File: config.mk
export PLATFORM = sky130hd
export DESIGN_NAME = lfuc_select
export DESIGN_NICKNAME = d
export VERILOG_FILES = /design/src/sv/lfuc_pkg.sv /design/src/sv/lfuc_select.sv
export SDC_FILE = /design/constraint.sdc
export NUM_CORES = 2
export LEC_CHECK = 0
export ABC_CLOCK_PERIOD_IN_PS = 11400
export BUFFER_PORTS_ARGS = -buffer_cell sky130_fd_sc_hd__buf_2
export CAP_MARGIN = 30
export CELL_PAD_IN_SITES_DETAIL_PLACEMENT = 0
export CELL_PAD_IN_SITES_GLOBAL_PLACEMENT = 1
export CORE_AREA = 2 2 580 582
export DETAILED_ROUTE_END_ITERATION = 6
export DIE_AREA = 0 0 582 584
export PLACE_DENSITY_LB_ADDON = 0.1
export REMOVE_ABC_BUFFERS = 1
export SYNTH_ARGS = -nofsm -noshare
export SYNTH_HDL_FRONTEND = slang
export SYNTH_SLANG_ARGS = --single-unit
File: constraint.sdc
create_clock -name vclk -period 11.4
set_input_delay 2.28 -clock vclk [all_inputs]
set_output_delay 2.28 -clock vclk [all_outputs]
set_load 0.01 [all_outputs]
File: src/sv/lfuc_pkg.sv
package lfuc_pkg;

  localparam int KEY_W     = 32;
  localparam int VAL_W     = 32;
  localparam int CAP_W     = 5;
  localparam int IDX_MAX_W = 8;

  localparam logic [CAP_W-1:0] CAP_RESET = 5'd16;

  localparam logic OP_GET = 1'b0;
  localparam logic OP_PUT = 1'b1;

  localparam logic [VAL_W-1:0] MISS_VALUE = '1;

  typedef struct packed {
    logic             op;
    logic [KEY_W-1:0] key;
    logic [VAL_W-1:0] value;
  } req_t;

  typedef struct packed {
    logic                 upd;
    logic                 ins;
    logic                 age_all;
    logic                 hit;
    logic [IDX_MAX_W-1:0] idx;
    logic [IDX_MAX_W-1:0] rank;
    logic [VAL_W-1:0]     hit_value;
  } sel_t;

endpackage

File: src/sv/lfuc_select.sv
module lfuc_select #(
  parameter int ENTRIES = 16,
  parameter int COUNT_BITS = 16,
  localparam int IDX_W = (ENTRIES > 1) ? $clog2(ENTRIES) : 1
) (
  input  logic [ENTRIES-1:0]           valid,
  input  logic [lfuc_pkg::KEY_W-1:0]   key [ENTRIES],
  input  logic [lfuc_pkg::VAL_W-1:0]   value [ENTRIES],
  input  logic [COUNT_BITS-1:0]        count [ENTRIES],
  input  logic [IDX_W-1:0]             rank [ENTRIES],
  input  lfuc_pkg::req_t               req,
  input  logic [lfuc_pkg::CAP_W-1:0]   cap,
  output lfuc_pkg::sel_t               sel
);
  import lfuc_pkg::*;

  localparam int OCC_W = $clog2(ENTRIES + 1);
  localparam int CMP_W = (OCC_W > CAP_W) ? OCC_W : CAP_W;

  logic [ENTRIES-1:0] match_oh;
  logic [ENTRIES-1:0] free_oh;
  logic [ENTRIES-1:0] victim_oh;
  logic [ENTRIES-1:0] tgt_oh;
  logic               hit;
  logic               full;
  logic               beats;
  logic [OCC_W-1:0]   occ;
  logic [VAL_W-1:0]   hit_value;
  logic [IDX_W-1:0]   tgt_idx;
  logic [IDX_W-1:0]   tgt_rank;

  always_comb begin
    for (int i = 0; i < ENTRIES; i++) begin
      match_oh[i] = valid[i] && (key[i] == req.key);
    end
    hit = |match_oh;

    hit_value = '0;
    for (int i = 0; i < ENTRIES; i++) begin
      if (match_oh[i]) begin
        hit_value = hit_value | value[i];
      end
    end

    occ  = OCC_W'($countones(valid));
    full = (CMP_W'(occ) >= CMP_W'(cap)) || (occ == OCC_W'(ENTRIES));

    // lowest clear bit of the valid vector
    free_oh = ~valid & (valid + 1'b1);

    // ranks of valid entries are distinct, so exactly one entry wins if any entry is valid
    for (int i = 0; i < ENTRIES; i++) begin
      beats = valid[i];
      for (int j = 0; j < ENTRIES; j++) begin
        if (j != i && valid[j]) begin
          if (!((count[i] < count[j]) ||
                ((count[i] == count[j]) && (rank[i] > rank[j])))) begin
            beats = 1'b0;
          end
        end
      end
      victim_oh[i] = beats;
    end

    if (hit) begin
      tgt_oh = match_oh;
    end else if (full) begin
      tgt_oh = victim_oh;
    end else begin
      tgt_oh = free_oh;
    end

    tgt_idx  = '0;
    tgt_rank = '0;
    for (int i = 0; i < ENTRIES; i++) begin
      if (tgt_oh[i]) begin
        tgt_idx  = tgt_idx | IDX_W'(i);
        tgt_rank = tgt_rank | rank[i];
      end
    end

    sel.hit       = hit;
    sel.hit_value = hit ? hit_value : MISS_VALUE;
    sel.upd       = (req.op == OP_GET) ? hit : (cap != '0);
    sel.ins       = !hit;
    sel.age_all   = !hit && !full;
    sel.idx       = IDX_MAX_W'(tgt_idx);
    sel.rank      = IDX_MAX_W'(tgt_rank);
  end

endmodule

After elaboration in Yosys (flattened, before gate mapping)
Cells that the tools add are included.
W data, S select, Z words.
Storage, ports and cells
  input port bits: 1430
  word-level logic and storage cells: 1819
  flip-flop bits (word level): 0
  output and inout bits: 52
Cells by class
  add/subtract/negate cells: 16
  mux-type cells: 531
  eq/ne operators: 257
  reduce and logical (&&, ||, !) cells: 502
  bitwise logic cells: 32
  $lt $le $gt $ge: 481
Operators by type and width (number)
  $eq A16 B16 Y1: 240
  $lt A16 B16 Y1: 240
  $gt A4 B4 Y1: 240
  $mux W32: 17
  $eq A32 B32 Y1: 16
  $mux W1: 482
  $or A32 B32 Y32: 15
  $logic_and A1 B1 Y1: 257
  $logic_or A1 B1 Y1: 241
  $mux W4: 24
  $or A4 B4 Y4: 15
  $mux W16: 2
  $add A1 B1 Y2: 8
  $add A16 B1 Y16 const B: 1
  $and A16 B16 Y16: 1
  $not A16 Y16: 1
  $reduce_or A16 Y1: 1
  $add A2 B2 Y3: 4
  $mux W3: 4
  $add A3 B3 Y4: 2
  $add A4 B4 Y5: 1
  $eq A5 B5 Y1 const B: 1
  $ge A5 B5 Y1: 1
  $reduce_bool A5 Y1: 1
  other kinds (2): 4

Depth between registers and ports, before layout
  depth in word-level cells: 66
  mapped depth: 26
  mapped depth without buffers: 23

Least setup slack after synthesis
Ideal clock, no wire load.
  path kind: input-to-output
  start point: input valid[7]
  end point: output sel[34] (netlist bit)
  slack: 923 ps
  required time: 9120 ps
  arrival time: 8197 ps
  stages on the path: 23
  path buffers: 3
  cells stage by stage: clkbuf_1 -> inv_1 -> clkbuf_1 -> fa_1 -> fa_1 -> fa_1 -> fa_1 -> inv_1 -> ha_1 -> fa_1 -> xor2_1 -> ha_1 -> a211o_1 -> a31oi_1 -> o221a_2 -> clkbuf_1 -> nand2_1 -> or2_2 -> or3_1 -> a31oi_1 -> a32o_1 -> a221o_1 -> a211o_1
RTL lines
  start: declaration: line lfuc_select.sv:6  | input logic [ENTRIES-1:0] valid,
  end: declaration: line lfuc_select.sv:13  | output lfuc_pkg::sel_t sel

==> out/qor.csv <==
metric,value,unit
status,"finished, violations left",
violations,negative setup slack,
setup_slack,-3.002,ps
syn-cell-area,65620,sq um
multi_input_area,63670,sq um
io_pins,1482,
globalRoute.busiestLayer,met2,
hold_viol,0,
yosysTopAreaCell,ha_1,
drv_slew,0,
worst_ep_arrival_time,9120,ps
rsz0062_at_grt,true,
die-area,339900,sq um
cap_violations,0,
fin_crit,11400,ps
crit_path_end_kind,output pin,
utilization,0.2495,
vias,87280,
max_freq,87.70,MHz
use_met1,0.5127,
start_kind,input pin,
yosysUniqueCellTypes,85,
drive_above_1_share,0.2143,
seq_area,0,sq um
relSlewSlack,0.2130,
clkbuf_count,0,
met3_usage,0.09412,
yosysSeqAreaShare,0,
post-synth-top-count-cell,ha_1,
start_util,0.1971,
drt-vias-per-instance,5.971,
final_nets,13840,
synth_fa_ha_area_frac,0.4630,
core_area,332900,sq um
dieWidth,582,um
synthTopCellsByArea,"ha_1, a21oi_1, xor2_1",
grt_pass1_wl,907300,um
seq_cells,0,
synth-simple-area-share,0.1871,
synth_warnings,0,
grt_max_degree,42,
die_h,584,um
met2_usage,0.6090,
worst-path-max-fanout,4,
min_period_over_period,1.000,
rows,212,
drtAntennaViolNets,0,
port_buffers,1442,
critPathKind,in -> out,
gp_congestion,1.106,
globalRouteOverflowTotal,0,
antenna_found_initial,347,
syn-mean-instance-area,8.034,sq um
post_drt_wl_per_cell,50.55,um
ys_top_cells_by_count,"ha_1, a21oi_1, nand4_1, xor2_1, inv_1",
final.fill_count,36830,
syn_inst,8168,
dp_hpwl,624300,um
grt_pass1_vias,81690,
routed_wl,738900,um
synth_top_family_by_area,adder cells,
yosysTopAreaCellShare,0.4599,
critPathRequiredTime,9120,ps
synth_compound_area_frac,0.2386,
area_delta_synth_final,26.57,%
drc,0,
dr.pass1.iters,7,
grtUsageTotal,0.4141,
synth.area.mux_share,0.0007818,
setup_violations,1,
pre_cts_ws,-417.6,ps
hold_path_class,in -> out,
drtIter0Drc,10910,
synthXorXnorAreaFrac,0.06861,
worst_slew_pin_slew,1181,ps
cells in the final DEF, fill, tap and decap left out, types with 33 or more instances in the layout:
cell type	instances
nor2b_1	178
a22o_1	102
a21o_1	182
or4_1	44
o21ai_0	294
inv_1	397
nand4_1	589
a22oi_1	72
a211oi_1	85
a21oi_1	885
nor4_1	141
o211ai_1	172
and4_1	33
nand2b_1	43
ha_1	2410
nand2_1	418
a2111oi_0	56
buf_2	1444
xor2_1	438
and3_1	60
o21a_1	58
xnor2_1	74
diode_2	245
nor2_1	212
buf_4	486
or3_1	38
nor4_2	48
a221oi_1	115
nand3_1	279
nor3_1	79
path summary, 6_finish.rpt:
kind	from	end	depth (start not counted)
worst min-delay path	req[64]	sel[51]	3
worst max-delay path	valid[0]	sel[43]	26
final cells by class:
class / instances / area share
Timing Repair Buffer: 1974 / 0.1403
Multi-Input combinational cell: 7580 / 0.7666
Tap cell: 4387 / 0.06609
Inverter: 432 / 0.01958
Antenna cell: 245 / 0.007382
logic make-up (layout without fill, tap and decap cells):
family | Yosys count | after routing
multiplexers | 5 | 5
AND/OR/NAND/NOR | 2250 | 2250
AO/OA/AOI/OAI | 2381 | 2381
other | 1 | 253
adder cells (fa/ha/maj) | 2422 | 2422
buffers and inverters | 595 | 2406
XOR/XNOR | 514 | 514
stage by stage:
step | std cells | area, sq um | hold WS, ps | setup TNS [ps]
global placement | 14320 | 81500 | 4859 | -2157
global route | 14500 | 82770 | 4866 | -117.6
floorplan | 8012 | 64520 | 4669 | 0
finish | 14620 | 83060 | 4867 | -3.002
CTS | 14370 | 82230 | 4859 | 0
detailed placement | 14360 | 82040 | 4859 | -1948
per-layer routing:
layer / vias to the layer above / share of wire
met5: - / 0.0014
li1: 36440 / -
met3: 1340 / 0.086
met2: 5606 / 0.41
met1: 43800 / 0.40
met4: 104 / 0.099
worst max-delay path, cell delays in order:
cell        delay, ps
buf_8             100
fa_1              580
clkinvlp_4        370
fa_1              680
fa_1              430
fa_1              520
inv_2              50
ha_4              150
fa_2              380
xor2_2            170
ha_1              290
a211o_1           290
a31oi_4           200
o221a_4           220
buf_12            130
buf_4             130
nor2_1             40
nand4_1           280
nand4b_1          170
o21ai_1           130
and2_4            190
buf_4             150
nor4_4            190
buf_4             140
nand4_1           460
buf_2             360
timing repair:
| action | CTS | global route |
|---|---|---|
| pin swaps | 10 | 16 |
| setup endpoints to repair | 7 | 7 |
| hold buffers | 0 | 0 |
| buffers inserted | 8 | 1 |
| gates resized for setup | 29 | 38 |
