**src/sv/lfuc_pkg.sv**
```systemverilog
package lfuc_pkg;

  localparam int KEY_W     = 32;
  localparam int VAL_W     = 32;
  localparam int CAP_W     = 5;
  localparam int IDX_MAX_W = 8;

  localparam logic [CAP_W-1:0] CAP_RESET = 5'd16;

  localparam logic OP_GET = 1'b0;
  localparam logic OP_PUT = 1'b1;

  localparam logic [VAL_W-1:0] MISS_VALUE = '1;

  typedef struct packed {
    logic             op;
    logic [KEY_W-1:0] key;
    logic [VAL_W-1:0] value;
  } req_t;

  typedef struct packed {
    logic                 upd;
    logic                 ins;
    logic                 age_all;
    logic                 hit;
    logic [IDX_MAX_W-1:0] idx;
    logic [IDX_MAX_W-1:0] rank;
    logic [VAL_W-1:0]     hit_value;
  } sel_t;

endpackage

```
**src/sv/lfuc_store.sv**
```systemverilog
module lfuc_store #(
  parameter int ENTRIES = 16,
  parameter int COUNT_BITS = 16,
  localparam int IDX_W = (ENTRIES > 1) ? $clog2(ENTRIES) : 1
) (
  input  logic                         clk,
  input  logic                         rst,
  input  logic                         apply,
  input  lfuc_pkg::req_t               req,
  input  lfuc_pkg::sel_t               sel,
  output logic [ENTRIES-1:0]           valid,
  output logic [lfuc_pkg::KEY_W-1:0]   key [ENTRIES],
  output logic [lfuc_pkg::VAL_W-1:0]   value [ENTRIES],
  output logic [COUNT_BITS-1:0]        count [ENTRIES],
  output logic [IDX_W-1:0]             rank [ENTRIES]
);
  import lfuc_pkg::*;

  logic             upd;
  logic [IDX_W-1:0] tgt;
  logic [IDX_W-1:0] tgt_rank;

  assign upd      = apply && sel.upd;
  assign tgt      = sel.idx[IDX_W-1:0];
  assign tgt_rank = sel.rank[IDX_W-1:0];

  always_ff @(posedge clk) begin
    if (rst) begin
      valid <= '0;
    end else if (upd && sel.ins) begin
      valid[tgt] <= 1'b1;
    end
  end

  always_ff @(posedge clk) begin
    if (upd) begin
      for (int j = 0; j < ENTRIES; j++) begin
        if (IDX_W'(j) == tgt) begin
          rank[j] <= '0;
          if (sel.ins) begin
            key[j]   <= req.key;
            count[j] <= COUNT_BITS'(1);
          end else if (count[j] != '1) begin
            count[j] <= count[j] + 1'b1;
          end
          if (req.op == OP_PUT) begin
            value[j] <= req.value;
          end
        end else if (valid[j] && (sel.age_all || (rank[j] < tgt_rank))) begin
          rank[j] <= rank[j] + 1'b1;
        end
      end
    end
  end

endmodule

```
**config.mk**
```make
export PLATFORM = sky130hd
export DESIGN_NAME = lfuc_store
export DESIGN_NICKNAME = d
export VERILOG_FILES = /design/src/sv/lfuc_pkg.sv /design/src/sv/lfuc_store.sv
export SDC_FILE = /design/constraint.sdc
export NUM_CORES = 1
export LEC_CHECK = 0
export ABC_AREA = 1
export BUFFER_PORTS_ARGS = -buffer_cell sky130_fd_sc_hd__buf_4
export CELL_PAD_IN_SITES_DETAIL_PLACEMENT = 0
export CELL_PAD_IN_SITES_GLOBAL_PLACEMENT = 2
export CORE_AREA = 3 3 575 577
export CTS_CLUSTER_SIZE = 24
export DETAILED_ROUTE_END_ITERATION = 8
export DIE_AREA = 0 0 578 580
export PLACE_DENSITY = 0.43
export SLEW_MARGIN = 20
export SYNTH_ARGS = -nofsm -noshare
export SYNTH_HDL_FRONTEND = slang
export SYNTH_SLANG_ARGS = --single-unit
```
**constraint.sdc**
```tcl
create_clock -name clk -period 4.05 [get_ports clk]
set_clock_uncertainty 0.1 [all_clocks]
set_input_delay 0.6075 -clock clk [delete_from_list [all_inputs] [get_ports clk]]
set_output_delay 0.6075 -clock clk [all_outputs]
set_load 0.005 [all_outputs]
```
### After elaboration in Yosys (flattened, before gate mapping)

Index checks and enable logic that the tools add are counted.

| word-level totals | value |
|---|---|
| register bits after elaboration | 1360 |
| output and inout port bits | 1360 |
| word-level logic and storage cells | 313 |
| bits of input ports | 120 |

| operators by class | value |
|---|---|
| order comparisons | 18 |
| muxes and demuxes | 34 |
| $add $sub $neg | 32 |
| bitwise operators | 1 |
| eq/ne operators | 31 |
| reductions and logical operators | 132 |

Operators with widths:

| operator | count |
|---|---|
| adder 16 x 1 -> 16 bit (second input constant) | 16 |
| two-way mux 16 bit | 16 |
| != test 16 bit (second input constant) | 16 |
| AND reduction 3 bit | 48 |
| adder 4 x 1 -> 4 bit (second input constant) | 16 |
| < comparator 4 bit | 16 |
| two-way mux 4 bit | 16 |
| nonzero test 2 bit | 32 |
| == test 4 bit (first input constant) | 8 |
| AND reduction 2 bit | 16 |
| logical AND 1 bit | 19 |
| == test 3 x 4 -> 1 bit (first input constant) | 4 |
| logical OR 1 bit | 16 |
| bitwise OR 16 bit | 1 |
| == test 2 x 4 -> 1 bit (first input constant) | 2 |
| < comparator 4 x 5 -> 1 bit (second input constant) | 1 |
| demux 1 bit (select 4 bit) | 1 |
| == test 1 x 4 -> 1 bit (first input constant) | 1 |
| greater-or-equal comparator 4 x 1 -> 1 bit (second input constant) | 1 |
| logical NOT 4 bit | 1 |
| two-way mux 1 bit | 1 |

### Logic depth before layout (Yosys ltp)

Gate-level depths: netlist (run 1).

| depth | value |
|---|---|
| depth in word-level cells | 5 |
| gate-level depth with buffers | 10 |
| mapped depth without buffers | 9 |

### Least setup slack after synthesis (run 1)

Ideal clock, no wire load.

| timing | value |
|---|---|
| path type | in2reg |
| start | input apply |
| end | register value[352] (netlist bit) (enable) |
| path slack | 1019 ps |
| required time | 3529 ps |
| buffers on the path | 1 |
| library setup time | 421 ps |
| data arrival time | 2510 ps |
| stages | 5 |
| cell sequence | nand2_2 -> clkinv_1 -> buf_2 -> nand2_1 -> nor2_1 |

| between the ends | value |
|---|---|
| longest elaborated chain between the ends | 2 |

Ends and longest elaborated chain:

| item | RTL line | RTL |
|---|---|---|
| from (decl) | lfuc_store.sv:8 | `input logic apply,` |
| logical AND 1 bit | lfuc_store.sv:23 | `assign upd = apply && sel.upd;` |
| AND reduction 3 bit (no source line) | n/a |  |
| to (signal, indexed assignment) | lfuc_store.sv:47 | `value[j] <= req.value;` |
| to (decl) | lfuc_store.sv:13 | `output logic [lfuc_pkg::VAL_W-1:0] value [ENTRIES],` |

Every way passes these cells.
A chain may end at the register's enable or synchronous reset.

### Worst setup path after layout (run 1)

| timing | value |
|---|---|
| start | input apply |
| end | register value[221] (netlist bit) (enable) |

The elaborated chain is that of the path after synthesis.

==> results of run 1 <==
## critical path: cells and delay by family
kind | cells | cell delay (ns)
and+or+nand+nor | 3 | 1.25
buffers and inverters | 3 | 1.01
## synth_stat cells (6+ instances only)
cell type  count  area, um2
dfxtp_1       16        320
nor2_2        17        106
a21oi_1      188        941
nor3b_1        9       67.6
nor2_1       454       1700
nor2_4        16        180
or2_2          9       56.3
xor2_1        16        140
a31oi_1        7       43.8
nor3_1        11       55.1
ha_1          80       1000
edfxtp_1    1344      40400
nand4_1       43        269
nand3_1      122        611
clkbuf_1      13       48.8
xnor2_1       20        175
inv_1        349       1310
nand2_1      621       2330
o21a_1        12       90.1
o21ai_0       88        440
o21bai_1       7       52.6
inv_2          6       22.5
buf_2         18       90.1
## logic make-up (layout without fill, tap and decap cells)
group	after synthesis	in the layout	share of synthesized area
flops	1360	1360	0.803
simple gates	1322	1322	0.110
buf+inv	395	2209	0.0300
compound gates	302	302	0.0310
fa+ha+maj	80	80	0.0198
xor+xnor	36	36	0.00623
other cells	0	6	0
## area by class of cell
cell class	instances	area [um2]	area share
Clock buffer	228	4600	0.0627
Tap cell	4346	5440	0.0741
Multi-Input combinational cell	1740	8630	0.118
Antenna cell	6	15.0	0.000205
Clock inverter	74	691	0.00941
Inverter	356	1340	0.0183
Sequential cell	1360	40700	0.554
Timing Repair Buffer	1551	12000	0.163
## what timing repair did
action,CTS,global route
gates resized for setup,0,0
hold buffers,40,0
endpoints found under the hold margin,331,0
## state kept, by name (all words and copies together), names as in the netlist
signal	count
count	256
key	512
rank	64
valid	16
value	512
## through the flow
step,hold WS (ns),setup WS [ns]
final,0.0805,1.63
after global routing,0.0124,1.48
after CTS,0.00147,1.46
after detailed placement,0.362,0.554
after global placement,0.370,0.553
after floorplan,0.367,1.02
## path summary, 6_finish.rpt
kind	to
max	value[221]$_DFFE_PP_
min	key[208]$_DFFE_PP_
max reg2reg	count[141]$_SDFFCE_PP0P_
min reg2reg	valid[2]$_SDFFE_PP0P_
## power groups by stage
stage                     Sequential (mW)  Clock [mW]  Combinational [mW]
after floorplan                      15.9           0               0.251
after global placement               15.9           0               0.949
after detailed placement             15.9           0               0.952
after CTS                            15.6        15.5               0.988
after global routing                 15.6        16.0                1.03
final                                15.6        14.9               0.942
## metal layers
layer	vias up	GRT usage	share of wire
li1	15710	-	-
met5	-	0	0
met1	17443	0.164	0.38
met3	282	0.0536	0.089
met4	0	0.0437	0.032
met2	1198	0.257	0.50
==> impl_metrics.ini, run 1 <==
[drt]
finalWirelength_mm = 258
via_count = 34633
drc = 0
drtIter0Drc = 2471
first_pass_iters = 5
wire_per_inst_um = 26.7
routed_via_density = 3.58
antenna_left = 0

[clock_tree]
cts_tree = built
clk_pin_slew_ns = 0.06
clock_latency_ns = 0.81
cts_max_path_buffers = 4
cts_sinks = 1360
cts_root_buf = clkbuf_16
cts-htree-levels = 4
cts_buffers = 173
cts_setup_buffers = 0

[critical_path]
cp.arrival_ns = 2.89
critPathRequiredTime_ns = 4.52
r2r_slack_ns = 1.71
startpoint_type = input port
crit_fanout = 17
path_cells = buf_4, nand2_2, clkinv_1, nand2_1, nor2_4, buf_12
cp_slowest_cell = nand2_1
crit_path_end_kind = flop
crit_start = apply
r2r-start = count[128]$_SDFFCE_PP1P_
crit_type = in -> reg
critical-path-max-stage-delay_ns = 0.80
reg2regPathDepth = 7

[sta]
rsz0062_at_grt = no
fmax_mhz = 412
maxSlewHeadroom = 0.471
final.setup.tns_ns = 0
fin_crit_sh = 0.599
period_minus_slack_ns = 2.42
setup_viol_count_final = 0
hold_viol = 0
drv_slew = 0
worstMarginPinSlew_ns = 0.793

[global_routing]
grt_use_total = 0.146
grt_max_degree = 139
grt_pass1_vias = 33378
grt_overflow = 0
antenna_found_initial = 20
grt_pass1_wl_mm = 333

[yosys]
synth-seq-cells = 1360
syn_inst = 3495
yosys_warnings = 0
synth_edf_count = 1344
syn-num-nets = 3695
synth_area_per_cell_um2 = 14.5
netlist_area_um2 = 50600
async_reset_ff_frac = 0
synth_cell_types = 34
ys.flop_type = edfxtp_1
ys_seq_area_frac = 0.803

[power_and_ir_drop]
p_int_mw = 24.4
finalPower_mw = 31.4
netSwitchingFraction = 0.224
p_sw_mw = 7.05
p_clk_frac = 0.474
power_frac_seq = 0.496
leakagePower_nw = 28.0
power.share.combinational = 0.030
p_per_area_nw_per_um2 = 428
max-vdd-ir-drop_uv = 335

[floorplanning]
die_area_um2 = 335000
ios = 1480
die_x_um = 578
initial_core_util = 0.155
die_h_um = 580
core_um2 = 327000
rows = 210

[final_layout]
drive_gt1_frac = 0.345
layout_common_cells = buf_4 (1490), edfxtp_1 (1344), nand2_1 (621), nor2_1 (437), inv_1 (336)
final_util = 0.225
fillers = 34846
fin_cells = 9661
layout_commonest_cell = buf_4
area_delta_synth_final_pct = 44.9
stdcell_area_um2 = 73400
finalNetCount = 5382

[worst_hold_path]
worstHoldStart = req[48]
hold_path_depth = 1
hold_path_class = in -> reg

[place]
hpwl_mm = 194
numPortBuffers = 1438
gp_congestion = 0.803
placedCellCount = 9313
place_area_um2 = 67700

[run]
maxCapViolations = 0

[run_status]
status = finished, final reports clean
Power figures use the tool's default switching activity.
==> inputs of run 2 (changes only) <==
PLACE_DENSITY = 0.44   (was 0.43)
clock period = 2.2 ns   (was 4.05 ns; I/O delays follow)
==> run 2 against run 1 <==
  * Critical path type is now reg -> out
  * Non-clock buffer count is 213 higher
  * Core utilization is 0.76 points higher
  * Register-to-register slack lost 1.6 ns
  * Highest routed layer unchanged
  * Wire length grew 1.1%
  * Hold slack better by 0.030 ns
  * Via count rose by 2.3%
  * The run now ends with setup timing left
  * Final cell count rose by 2.3%
==> impl_metrics.ini, run 2 (synthesis gave the netlist of run 1 again) <==
[critical_path]
startpoint_type = flop
critPathRequiredTime_ns = 1.77
path_cells = buf_6
crit_type = reg -> out
crit_path_end_kind = primary output
crit_buf_inv = 1
crit_end = value[88]
worstSetupPathDepth = 1
r2r-end = count[144]$_SDFFCE_PP1P_
critical-path-max-stage-delay_ns = 0.76
crit_fanout = 1
reg2regPathDepth = 7
cp_slowest_cell = edfxtp_1
cp_top_family = flip-flops
cp.arrival_ns = 1.79
crit_start = value[88]$_DFFE_PP_
r2r_slack_ns = 0.16
r2r-start = count[144]$_SDFFCE_PP1P_

[global_routing]
antenna_found_initial = 25
grt_max_degree = 60
grt_use_total = 0.149
grt_pass1_vias = 34856
grt_overflow = 0
grt_pass1_wl_mm = 339

[drt]
drc = 0
drtIter0Drc = 2273
antenna_left = 0
routed_via_density = 3.58
first_pass_iters = 5
wire_per_inst_um = 26.3
via_count = 35437
finalWirelength_mm = 260

[floorplanning]
die_h_um = 580
die_area_um2 = 335000
ios = 1480
rows = 210
initial_core_util = 0.155
core_um2 = 327000
die_x_um = 578

[place]
place_area_um2 = 69700
numPortBuffers = 1438
placedCellCount = 9497
hpwl_mm = 199
gp_congestion = 0.785
pre_cts_slack_ns = -0.127

[run_status]
status = finished with violations
violations = setup timing

[final_layout]
area_delta_synth_final_pct = 49.8
layout_common_cells = buf_4 (1624), edfxtp_1 (1344), nand2_1 (621), nor2_1 (436), inv_1 (336)
final_util = 0.232
drive_gt1_frac = 0.369
fillers = 34587
finalNetCount = 5593
top_regs = key x512, value x512, count x256
layout_commonest_cell = buf_4
fin_cells = 9885
stdcell_area_um2 = 75900

[sta]
finalWorstSetupSlack_ns = -0.0247
finalHoldWorstSlack_ns = 0.111
drv_slew = 0
fmax_mhz = 449
worstMarginPinSlew_ns = 0.771
final.setup.tns_ns = -0.0247
maxSlewHeadroom = 0.486
period_minus_slack_ns = 2.22
hold_viol = 0
fin_crit_sh = 1.01
rsz0062_at_grt = yes
setup_viol_count_final = 1

[power_and_ir_drop]
max-vdd-ir-drop_uv = 566
p_per_area_nw_per_um2 = 771
leakagePower_nw = 29.2
finalPower_mw = 58.5

[clock_tree]
cts_buffers = 171
cts_sinks = 1360
cts_max_path_buffers = 4
cts-htree-levels = 4
clock_latency_ns = 0.84
cts_root_buf = clkbuf_16
cts_tree = built
clk_pin_slew_ns = 0.07

[run]
maxCapViolations = 0

[worst_hold_path]
hold_path_class = in -> reg
==> run 2: layer usage <==
metal | track usage | part of all wire | vias to the layer above
met1 | 0.166 | 0.38 | 17789
met2 | 0.265 | 0.50 | 1249
li1 | - | - | 16155
met3 | 0.0547 | 0.088 | 244
met4 | 0.0365 | 0.026 | 0
met5 | 0 | 0 | -
==> run 2: timing repair <==
item                                    4_1_cts  5_1_grt
buffers inserted                              0        0
gates resized for setup                       4        2
endpoints found under the hold margin      1063        0
cloned                                        0        0
hold buffers                                 69        0
endpoints found under the setup margin       34       19
==> run 2: layout make-up <==
| cell class | count | area, um2 | area share |
|---|---|---|---|
| multi-input combinational | 1740 | 8660 | 0.114 |
| clock buffer | 206 | 4410 | 0.0581 |
| tap | 4346 | 5440 | 0.0717 |
| inverter | 356 | 1340 | 0.0177 |
| timing repair buffer | 1764 | 14300 | 0.188 |
| sequential | 1360 | 40700 | 0.536 |
| clock inverter | 103 | 1040 | 0.0137 |
| antenna | 10 | 25.0 | 0.000330 |
==> run 2: power by group <==
part	leakage [nW]	switching (mW)	internal [mW]	total, mW
clock	2.65	11.9	16.0	27.9
combinational	14.3	1.30	0.620	1.92
sequential	12.3	0.0847	28.6	28.7
==> run 2: worst min-delay path by stage <==
stage	to	cells past startpoint	start	slack, ns
final	rank[33]$_SDFFCE_PP0P_	6	sel[43]	0.11
after global routing	rank[33]$_SDFFCE_PP0P_	6	sel[43]	0.07
after CTS	rank[33]$_SDFFCE_PP0P_	6	sel[43]	0.01
after detailed placement	valid[14]$_SDFFE_PP0P_	2	valid[14]$_SDFFE_PP0P_	0.37
after global placement	valid[8]$_SDFFE_PP0P_	2	valid[8]$_SDFFE_PP0P_	0.37
after floorplan	key[0]$_DFFE_PP_	0	req[32]	0.33
==> inputs of run 3 (changes only) <==
CORE_AREA = 10 10 565 567   (was 3 3 575 577)
DIE_AREA = 0 0 575 577   (was 0 0 578 580)
PLACE_DENSITY = 0.46   (was 0.44)
SETUP_SLACK_MARGIN = 0.1   (was default)
==> run 3 against run 2 <==
  * Count of clock-buffer cells in the layout did not move
  * The flow now finishes without violations
  * Sequential power barely moved
  * Cell area fell by 0.22%
==> impl_metrics.ini, run 3 (synthesis gave the netlist of run 1 again) <==
[final_layout]
layout_common_cells = buf_4 (1601), edfxtp_1 (1344), nand2_1 (620), nor2_1 (433), inv_1 (333)
stdcell_area_um2 = 75700
layout_commonest_cell = buf_4
drive_gt1_frac = 0.369
fillers = 32556
fin_cells = 9657
finalNetCount = 5588
top_regs = key x512, value x512, count x256
area_delta_synth_final_pct = 49.5

[critical_path]
critPathRequiredTime_ns = 2.58
cp_top_family = buffers and inverters
cp_slowest_cell = dlygate4sd3_1
critical-path-max-stage-delay_ns = 0.58
cp.arrival_ns = 2.48
r2r-start = count[32]$_SDFFCE_PP1P_
path_common_cell = buf_4
crit_start = sel[41]
path_cells = buf_4, dlygate4sd3_1, buf_4, nand2_4, nor2_4, dlygate4sd3_1, nand2_1, clkinv_4, buf_4
crit_type = in -> reg
crit_fanout = 7
startpoint_type = input port
crit_path_end_kind = flop
crit_buf_inv = 6

[clock_tree]
cts_root_buf = clkbuf_16
cts_max_path_buffers = 4
cts_sinks = 1360
cts_buffers = 174
clk_pin_slew_ns = 0.06
cts-htree-levels = 4
clock_latency_ns = 0.85
cts_tree = built

[power_and_ir_drop]
max-vdd-ir-drop_uv = 593
p_per_area_nw_per_um2 = 769
leakagePower_nw = 29.2

[floorplanning]
die_h_um = 577
core_um2 = 308000
ios = 1480
initial_core_util = 0.165
die_area_um2 = 332000
rows = 204
die_x_um = 575

[worst_hold_path]
hold_path_class = in -> reg
worstHoldStart = sel[42]

[place]
numPortBuffers = 1438
gp_congestion = 0.786
place_area_um2 = 69400
placedCellCount = 9257
hpwl_mm = 210

[global_routing]
antenna_found_initial = 26
grt_max_degree = 83
grt_use_total = 0.154
grt_pass1_vias = 34905
grt_overflow = 0
grt_pass1_wl_mm = 352

[sta]
setup_viol_count_final = 0
maxSlewHeadroom = 0.657
drv_slew = 0
fmax_mhz = 477
hold_viol = 0
finalHoldWorstSlack_ns = 0.143
period_minus_slack_ns = 2.10
worstMarginPinSlew_ns = 0.514
rsz0062_at_grt = yes
fin_crit_sh = 0.954
final.setup.tns_ns = 0

[drt]
drc = 0
drtIter0Drc = 2399
routed_via_density = 3.69
finalWirelength_mm = 272
first_pass_iters = 6
via_count = 35601
wire_per_inst_um = 28.2
antenna_left = 0

[run]
maxCapViolations = 0

[run_status]
status = finished, final reports clean
==> run 3: worst paths after layout <==
check	end	depth (start not counted)	slack (ns)
max	key[284]$_DFFE_PP_	9	0.10
max reg2reg	count[35]$_SDFFCE_PP0P_	7	0.26
min reg2reg	valid[4]$_SDFFE_PP0P_	2	0.39
min	rank[36]$_SDFFCE_PP0P_	5	0.14
==> run 3: cell type report <==
type,instances,area [um2],area share
sequential,1360,40700,0.537
timing repair buffer,1756,14400,0.190
multi-input combinational,1740,8660,0.114
tap,4120,5150,0.0681
clock buffer,206,4520,0.0598
inverter,356,1350,0.0178
clock inverter,108,901,0.0119
antenna,11,27.5,0.000364
==> run 3: layer usage <==
metal	wire length, um	GRT usage
met2	138000	0.276
met5	19	0
met4	7040	0.0372
met1	105000	0.178
met3	21900	0.0508
==> run 3: repair_timing <==
| action | in CTS | in global routing |
|---|---|---|
| hold buffers | 71 | 0 |
| gates resized for setup | 3 | 10 |
| hold endpoints to repair | 1094 | 0 |
| pin swaps | 0 | 2 |
| endpoints found under the setup margin | 18 | 65 |
| setup buffers | 0 | 3 |
| gates cloned | 0 | 1 |
==> run 3: report_power, final <==
part | total, mW | internal (mW) | leakage, nW | switching (mW)
Clock | 27.6 | 15.7 | 2.64 | 12.0
Combinational | 1.90 | 0.620 | 14.3 | 1.28
Sequential | 28.7 | 28.6 | 12.3 | 0.0842
Total | 58.2 | 44.9 | 29.2 | 13.3
==> run 3: through the flow <==
stage | power [mW] | worst slack (ns) | utilization
after floorplan | 29.7 | -0.147 | -
after global placement | 31.1 | -0.203 | 0.226
after detailed placement | 31.1 | -0.208 | 0.226
after CTS | 59.4 | 0.0973 | 0.246
after global routing | 60.4 | 0.0794 | 0.246
final | 58.2 | 0.102 | 0.246
==> run 3: worst reg2reg max path, stage by stage, from the launching register on <==
cell and delay, ns:
edfxtp_1 0.39, ha_2 0.24, nand3_1 0.17, nor2_2 0.21, nand3_1 0.14, nor2_1 0.16
a21oi_2 0.08, buf_4 0.18
